$ cat src/rtl/udiv64_pkg.sv
`default_nettype none

package udiv64_pkg;

    // Width of the dividend, divisor and quotient ports.
    localparam int PORT_WIDTH = 64;

    // Default width of the divide itself.
    localparam int DATA_WIDTH_DEF = 64;

    // Control that travels with each request along the row of cells.
    typedef struct packed {
        logic valid;
    } udiv64_ctl_t;

endpackage

`default_nettype wire

$ cat src/rtl/udiv64_cell.sv
`default_nettype none

module udiv64_cell
    import udiv64_pkg::*;
#(
    parameter int DATA_WIDTH = DATA_WIDTH_DEF
)
(
    input  wire logic                  clk,
    input  wire logic                  rst_n,
    input  wire udiv64_ctl_t           ctl_in,
    input  wire logic [DATA_WIDTH-1:0] rem_in,
    input  wire logic [DATA_WIDTH-1:0] num_in,
    input  wire logic [DATA_WIDTH-1:0] den_in,
    input  wire logic [DATA_WIDTH-1:0] quo_in,
    output udiv64_ctl_t                ctl_out,
    output logic      [DATA_WIDTH-1:0] rem_out,
    output logic      [DATA_WIDTH-1:0] num_out,
    output logic      [DATA_WIDTH-1:0] den_out,
    output logic      [DATA_WIDTH-1:0] quo_out
);

    udiv64_ctl_t           ctl_reg;
    logic [DATA_WIDTH-1:0] rem_reg;
    logic [DATA_WIDTH-1:0] rem_next;
    logic [DATA_WIDTH-1:0] num_reg;
    logic [DATA_WIDTH-1:0] num_next;
    logic [DATA_WIDTH-1:0] den_reg;
    logic [DATA_WIDTH-1:0] quo_reg;
    logic [DATA_WIDTH-1:0] quo_next;
    logic [DATA_WIDTH-1:0] shifted;
    logic [DATA_WIDTH:0]   diff;
    logic                  carry;
    logic                  take;

    // One restoring step: bring in the next dividend bit and subtract the
    // divisor when the remainder, with its carry, is large enough.
    always_comb
    begin
        carry    = rem_in[DATA_WIDTH-1];
        shifted  = {rem_in[DATA_WIDTH-2:0], num_in[DATA_WIDTH-1]};
        diff     = {1'b0, shifted} - {1'b0, den_in};
        take     = carry | ~diff[DATA_WIDTH];
        rem_next = take ? diff[DATA_WIDTH-1:0] : shifted;
        num_next = {num_in[DATA_WIDTH-2:0], 1'b0};
        quo_next = {quo_in[DATA_WIDTH-2:0], take};
    end

    always_ff @(posedge clk or negedge rst_n)
    begin
        if (!rst_n)
        begin
            ctl_reg <= '0;
        end
        else
        begin
            ctl_reg <= ctl_in;
        end
    end

    always_ff @(posedge clk)
    begin
        rem_reg <= rem_next;
        num_reg <= num_next;
        den_reg <= den_in;
        quo_reg <= quo_next;
    end

    assign ctl_out = ctl_reg;
    assign rem_out = rem_reg;
    assign num_out = num_reg;
    assign den_out = den_reg;
    assign quo_out = quo_reg;

endmodule

`default_nettype wire

$ cat config.mk
export PLATFORM = sky130hd
export DESIGN_NAME = udiv64_cell
export DESIGN_NICKNAME = d
export VERILOG_FILES = /design/src/rtl/udiv64_pkg.sv /design/src/rtl/udiv64_cell.sv
export SDC_FILE = /design/constraint.sdc
export NUM_CORES = 1
export LEC_CHECK = 0
export BUFFER_PORTS_ARGS = -buffer_cell sky130_fd_sc_hd__clkbuf_2
export CORE_AREA = 2 2 201 203
export DETAILED_ROUTE_END_ITERATION = 7
export DIE_AREA = 0 0 203 205
export PLACE_DENSITY_LB_ADDON = 0.05
export SLEW_MARGIN = 20
export SYNTH_ARGS = -nofsm -noshare
export SYNTH_HDL_FRONTEND = slang
export SYNTH_SLANG_ARGS = --single-unit
export TNS_END_PERCENT = 5
$ cat constraint.sdc
create_clock -name clk -period 1.1 [get_ports clk]
set_clock_uncertainty 0.1 [all_clocks]
set_input_delay 0.165 -clock clk [delete_from_list [all_inputs] [get_ports clk]]
set_output_delay 0.165 -clock clk [all_outputs]
set_load 0.005 [all_outputs]
==> results of run 1 <==
[power by group]
| group | switching (mW) | total (mW) | leakage, nW | internal (mW) |
|---|---|---|---|---|
| clock network | 4.09 | 9.98 | 0.478 | 5.89 |
| registers | 0.338 | 10.7 | 2.16 | 10.3 |
| logic | 3.78 | 8.47 | 7.41 | 4.68 |
[cell families (layout without fill, tap and decap cells)]
logic type,count (synthesis),after routing,share of synthesized area [%]
simple gates,277,277,12.9
mux,1,1,0.112
xor+xnor,51,51,4.43
flops,256,256,50.9
compound gates,290,290,18.7
fa+ha+maj,65,65,8.14
other cells,1,2,0.0372
buf+inv,122,1229,4.84
[stage by stage]
stage	hold slack, ns	utilization [%]	setup WS (ns)	instances	cell area (µm²)
after CTS	-0.384	50.0	-1.23	2672	19700
after global placement	-0.150	39.5	-2.00	2363	15600
after floorplan	-0.231	-	-1.60	1063	10200
after detailed placement	-0.154	39.5	-2.06	2363	15600
after global routing	-0.367	53.0	-1.34	2696	20900
final	-0.346	53.0	-1.26	2696	20900
[registers in the layout, indices dropped and copies added (netlist names)]
signal   count
ctl_out      1
den_out     64
num_out     63
quo_out     64
rem_out     64
[layout make-up]
type | count | area [µm²] | share of cell area [%]
repair buffers | 1098 | 8230 | 39.5
inverters | 79 | 327 | 1.57
multi-input cells | 685 | 5370 | 25.7
diodes | 1 | 2.50 | 0.0120
well taps | 525 | 657 | 3.15
clock inverters | 15 | 175 | 0.840
clock buffers | 37 | 806 | 3.86
flip-flops and latches | 256 | 5300 | 25.4
[routing by layer]
metal / part of all wire, % / global-route usage, %
met2: 51 / 37.6
met1: 40 / 23.2
met5: 0.029 / 0
met4: 2.9 / 5.89
met3: 6.0 / 4.07
[placed cells by master (no fill, tap or decap), types with 34 or more instances in the layout]
cell | synthesis | routed
sky130_fd_sc_hd__clkbuf_2 | 0 | 367
sky130_fd_sc_hd__buf_4 | 2 | 314
sky130_fd_sc_hd__dlygate4sd3_1 | 0 | 257
sky130_fd_sc_hd__dfxtp_2 | 0 | 133
sky130_fd_sc_hd__dfxtp_1 | 255 | 122
sky130_fd_sc_hd__a21oi_1 | 112 | 89
sky130_fd_sc_hd__buf_2 | 10 | 86
sky130_fd_sc_hd__inv_1 | 78 | 71
sky130_fd_sc_hd__nand2_1 | 71 | 69
sky130_fd_sc_hd__nor2_1 | 107 | 65
sky130_fd_sc_hd__ha_1 | 64 | 42
sky130_fd_sc_hd__buf_6 | 1 | 42
sky130_fd_sc_hd__clkbuf_16 | 0 | 35
sky130_fd_sc_hd__a21o_1 | 34 | 34
[repair_timing]
item	CTS	global route
setup endpoints to repair	321	321
hold endpoints to repair	255	8
hold buffers	252	5
pin swaps	26	37
gates cloned	0	5
resized for setup	158	362
setup buffers	5	14
[path summary, 6_finish.rpt]
kind	depth (start not counted)	slack (ns)	endpoint	start
max in group asynchronous	3	0.44	ctl_out$_DFF_PN0_	rst_n
worst max-delay path	16	-1.26	rem_out[28]$_DFF_P_	den_in[21]
min in group asynchronous	3	0.36	ctl_out$_DFF_PN0_	rst_n
worst min-delay path	1	-0.35	den_out[0]$_DFF_P_	den_in[0]
==> metrics, run 1 <==
post-DP HPWL about 34,000 µm; number of buffers and inverters on the critical path 6; global-route wire length before repair roughly 66,000 µm; mean post-synth cell area about 9.5 µm²; antenna violations before repair 2; final-stage net count 2,473; Static Leakage 10.1 nW; number of max-cap violations 0; main flop type after synthesis sky130_fd_sc_hd__dfxtp_1; crit path DAT roughly 2.7 ns; final worst slack -1.26 ns; Iteration-0 DRC Markers 352; Post-route DRC 0; maximum clock insertion buffer count 3; CTS H-Tree Depth 1; largest driver fanout on the critical path 7; final setup violation count between 300 and 400; combined global-route utilization of all metal layers between 20% and 30%; max frequency between 0.4 and 0.5 GHz; minimum clock period after layout 2.36 ns; critical path class input pin to register; Hold Violations, Final 4; synthesis-to-layout area growth 107%; via count of the first global-routing pass about 12,000; Power Dens Cells roughly 1400 nW/µm²; worst voltage drop across the vdd grid between 1 and 1.5 mV; placer congestion estimate around 0.83; #FFs+latches synth 256; Largest delay share family, worst path simple AND/OR/NAND/NOR gates; Critical Path Start Type input pin; top-area cell type share of the netlist area ~50%; Die X-Extent 203 µm; violations in the final reports negative hold slack, negative setup slack; post-synthesis cell area between 10,000 and 15,000 µm²; fraction of registers with async set/reset 0.391%; clock tree from TritonCTS built; largest net degree at the start of global routing 32; number of top-level pins between 500 and 600; core area slightly below 40,000 µm²; master cell of the clock root buffer sky130_fd_sc_hd__clkbuf_16; count of TritonRoute iterations in the first routing pass 6; full die area roughly 42,000 µm²; Hold Crit Class input pin to register; final antenna-violating net count 0; outcome finished with violations; post-synthesis sequential area ratio a little over 50%; cells taking the most area after synthesis sky130_fd_sc_hd__dfxtp_1 (51%), sky130_fd_sc_hd__ha_1 (7.9%), sky130_fd_sc_hd__a21oi_1 (5.6%); leftover overflow at the end of global routing 0; number of synthesis warnings 0; clock slew at the register clock pins of the worst setup and hold paths roughly 0.060 ns; critical path endpoint category register; Total Neg Setup Slack -111.02 ns; proportion of layout cells with a drive suffix above 1 a little over half; required time reported for the critical path endpoint about 1.4 ns; post-synthesis net count ~1,400; die span in y a little over 200 µm; clock sink count about 260; Tightest Pin Transition 0.519 ns; routed via count ~12,000; part of the cycle the worst path needs 215%; mean number of vias per cell 4.31; Power, Total between 20 and 30 mW; worst-case hold slack -0.346 ns; Commonest cells post-synth sky130_fd_sc_hd__dfxtp_1 (255), sky130_fd_sc_hd__a21oi_1 (112), sky130_fd_sc_hd__nor2_1 (107); unrepaired setup endpoints after global routing yes; EDFF count, synth 0; post-synthesis instance total 1,063; slowest stage cell, crit path sky130_fd_sc_hd__or4_4; Max stage delay on crit path about 0.48 ns; per-cell routed wire length roughly 17 µm; Max transition margin 65.1%; count of fill cells added during filler insertion 3,656; CP Cell Sequence buf_8, inv_6, ha_4, a211oi_2, o21a_1, o31ai_4, buf_4, nor3_4, a2111oi_4, or4_4, nand2_8, clkinv_8, buf_12, clkbuf_16, nor2_4, a21oi_1; DRT Wirelength around 45,000 µm; post-synthesis cell type with the largest combined area sky130_fd_sc_hd__dfxtp_1; IO Port Bufs slightly above 500; row count 73; Starting Density roughly a quarter; most used standard cell by instance count after synthesis sky130_fd_sc_hd__dfxtp_1; number of distinct library cell variants in the gate-level netlist after synthesis 69; Final Slew Violations 0; total CTS buffers 29
No activity file was read; power rests on OpenSTA's default activity.
==> run 2: changes to the inputs <==
--- a/config.mk
+++ b/config.mk
@@ -6,10 +6,10 @@
 export NUM_CORES = 1
 export LEC_CHECK = 0
 export BUFFER_PORTS_ARGS = -buffer_cell sky130_fd_sc_hd__clkbuf_2
-export CORE_AREA = 2 2 201 203
+export CAP_MARGIN = 20
+export CORE_UTILIZATION = 25
 export DETAILED_ROUTE_END_ITERATION = 7
-export DIE_AREA = 0 0 203 205
-export PLACE_DENSITY_LB_ADDON = 0.05
+export PLACE_DENSITY_LB_ADDON = 0.1
 export SLEW_MARGIN = 20
 export SYNTH_ARGS = -nofsm -noshare
 export SYNTH_HDL_FRONTEND = slang
==> run 2 against run 1 <==
Compared with the run above:
- the flow still finishes with violations (negative hold slack, negative setup slack)
- non-clock buffer count fell by 2
- worst setup slack got worse by 0.037 ns
- routed wire length down 4.4%
- critical path type unchanged
==> metrics, run 2 (synthesis results as in run 1) <==
Power Dens Cells approximately 1400 nW/µm²; clock sink count 256; count of TritonRoute iterations in the first routing pass 4; Post-route DRC 0; CTS H-Tree Depth 1; slowest stage cell, crit path sky130_fd_sc_hd__or4_4; post-DP HPWL 33,000 µm; full die area between 40,000 and 50,000 µm²; clock tree from TritonCTS built; placer congestion estimate ~0.84; critical path endpoint category register; worst setup path endpoint rem_out[54]$_DFF_P_; max frequency 0.416 GHz; final-stage net count about 2,500; Die X-Extent a little over 200 µm; crit path DAT between 2 and 3 ns; maximum clock insertion buffer count 3; final worst slack -1.30 ns; mean number of vias per cell roughly 4.3; routed via count ~12,000; largest net degree at the start of global routing 38; antenna violations before repair 2; total CTS buffers 28; Hold Violations, Final 4; master cell of the clock root buffer sky130_fd_sc_hd__clkbuf_16; clock slew at the register clock pins of the worst setup and hold paths 0.06 ns; final antenna-violating net count 0; Critical Path Start Type input pin; per-cell routed wire length between 15 and 20 µm; Max stage delay on crit path 0.55 ns; synthesis-to-layout area growth 106%; Static Leakage roughly 10 nW; Largest delay share family, worst path compound AO/OA/AOI/OAI gates; critical path class input pin to register; number of max-cap violations 0; worst voltage drop across the vdd grid approximately 1.1 mV; row count between 70 and 80; IO Port Bufs 513; global-route wire length before repair 64,400 µm; outcome finished with violations; CP Cell Sequence clkbuf_2, inv_2, ha_4, a21o_1, a21o_1, a211oi_2, o21a_1, nand2_1, or4_4, nand2_8, clkinv_8, buf_12, buf_12, buf_12, nor2_4, a21oi_4; Max transition margin approximately 63%; leftover overflow at the end of global routing 0; combined global-route utilization of all metal layers between 10% and 20%; dominant cell type by count on the critical path sky130_fd_sc_hd__buf_12; minimum clock period after layout approximately 2.4 ns; number of buffers and inverters on the critical path 6; via count of the first global-routing pass about 12,000; proportion of layout cells with a drive suffix above 1 55.2%; violations in the final reports negative hold slack, negative setup slack; final setup violation count ~320; largest driver fanout on the critical path 5; Final Core Density 52.2%; core area between 30,000 and 40,000 µm²; Final Slew Violations 0; total stage count of the critical path 16; commonest cells after routing, fill and taps aside sky130_fd_sc_hd__clkbuf_2 (399), sky130_fd_sc_hd__buf_4 (302), sky130_fd_sc_hd__dlygate4sd3_1 (254), sky130_fd_sc_hd__dfxtp_2 (139), sky130_fd_sc_hd__dfxtp_1 (116); most common library cell in the layout ignoring fill and taps sky130_fd_sc_hd__clkbuf_2; DRT Wirelength between 40,000 and 50,000 µm; required time reported for the critical path endpoint ~1.4 ns; Iteration-0 DRC Markers around 330; part of the cycle the worst path needs 218%; worst-case hold slack -0.344 ns; Tightest Pin Transition between 0.5 and 0.6 ns; Starting Density between 20% and 30%; number of top-level pins 516; unrepaired setup endpoints after global routing yes; die span in y 203 µm; launch point of the worst path den_in[61]; Power, Total roughly 29 mW; Hold Crit Class input pin to register
[run 2: cell types whose count changed in the layout (fill, tap and decap cells not counted), moves of 7 or more]
cell / before / now
sky130_fd_sc_hd__nand2_1: 69 / 59
sky130_fd_sc_hd__nand2_2: 2 / 10
sky130_fd_sc_hd__buf_8: 19 / 12
sky130_fd_sc_hd__a21oi_2: 21 / 29
sky130_fd_sc_hd__buf_4: 314 / 302
sky130_fd_sc_hd__buf_2: 86 / 63
sky130_fd_sc_hd__buf_6: 42 / 49
sky130_fd_sc_hd__a21oi_1: 89 / 82
sky130_fd_sc_hd__clkbuf_2: 367 / 399
[run 2: metrics by stage]
step | cell area, µm² | setup TNS [ns] | instances | worst slack (ns)
floorplan | 10200 | -100.79 | 1063 | -1.60
global placement | 15600 | -120.40 | 2362 | -2.02
detailed placement | 15600 | -123.89 | 2362 | -2.02
CTS | 19700 | -116.96 | 2679 | -1.29
global route | 20700 | -125.61 | 2693 | -1.37
finish | 20700 | -110.52 | 2693 | -1.30
[run 2: worst min-delay path by stage]
stage                     cells after the start                 end  slack [ns]      start
after floorplan                               0   ctl_out$_DFF_PN0_       -0.23      rst_n
after global placement                        1   ctl_out$_DFF_PN0_       -0.15      rst_n
after detailed placement                      1   ctl_out$_DFF_PN0_       -0.16      rst_n
after CTS                                     1  den_out[6]$_DFF_P_       -0.39  den_in[6]
after global routing                          1  den_out[0]$_DFF_P_       -0.37  den_in[0]
final                                         1  den_out[0]$_DFF_P_       -0.34  den_in[0]
[run 2: per-layer routing]
layer	track usage (%)	part of all wire [%]	vias up	wire (µm)
li1	-	-	5862	-
met1	22.5	40	5411	17400
met2	37.4	52	328	22500
met3	3.82	5.8	56	2510
met4	5.59	2.5	2	1070
met5	0	0.030	-	13
[run 2: timing repair]
action / CTS / global route
resized for setup: 148 / 335
hold buffers: 251 / 3
gates cloned: 2 / 2
pin swaps: 33 / 30
setup buffers: 13 / 11
endpoints found under the hold margin: 256 / 6
endpoints found under the setup margin: 321 / 321
[run 2: cell type report]
type                    instances  area, µm²
flip-flops and latches        256       5300
multi-input cells             685       5290
clock buffers                  40        827
diodes                          1       2.50
well taps                     525        657
clock inverters                11        125
repair buffers               1096       8220
inverters                      79        319
fillers                      3732      19000
[run 2: where the power goes]
part	switching, mW	internal (mW)
combinational	3.77	4.71
sequential	0.326	10.3
clock	3.90	5.71
total	7.99	20.7
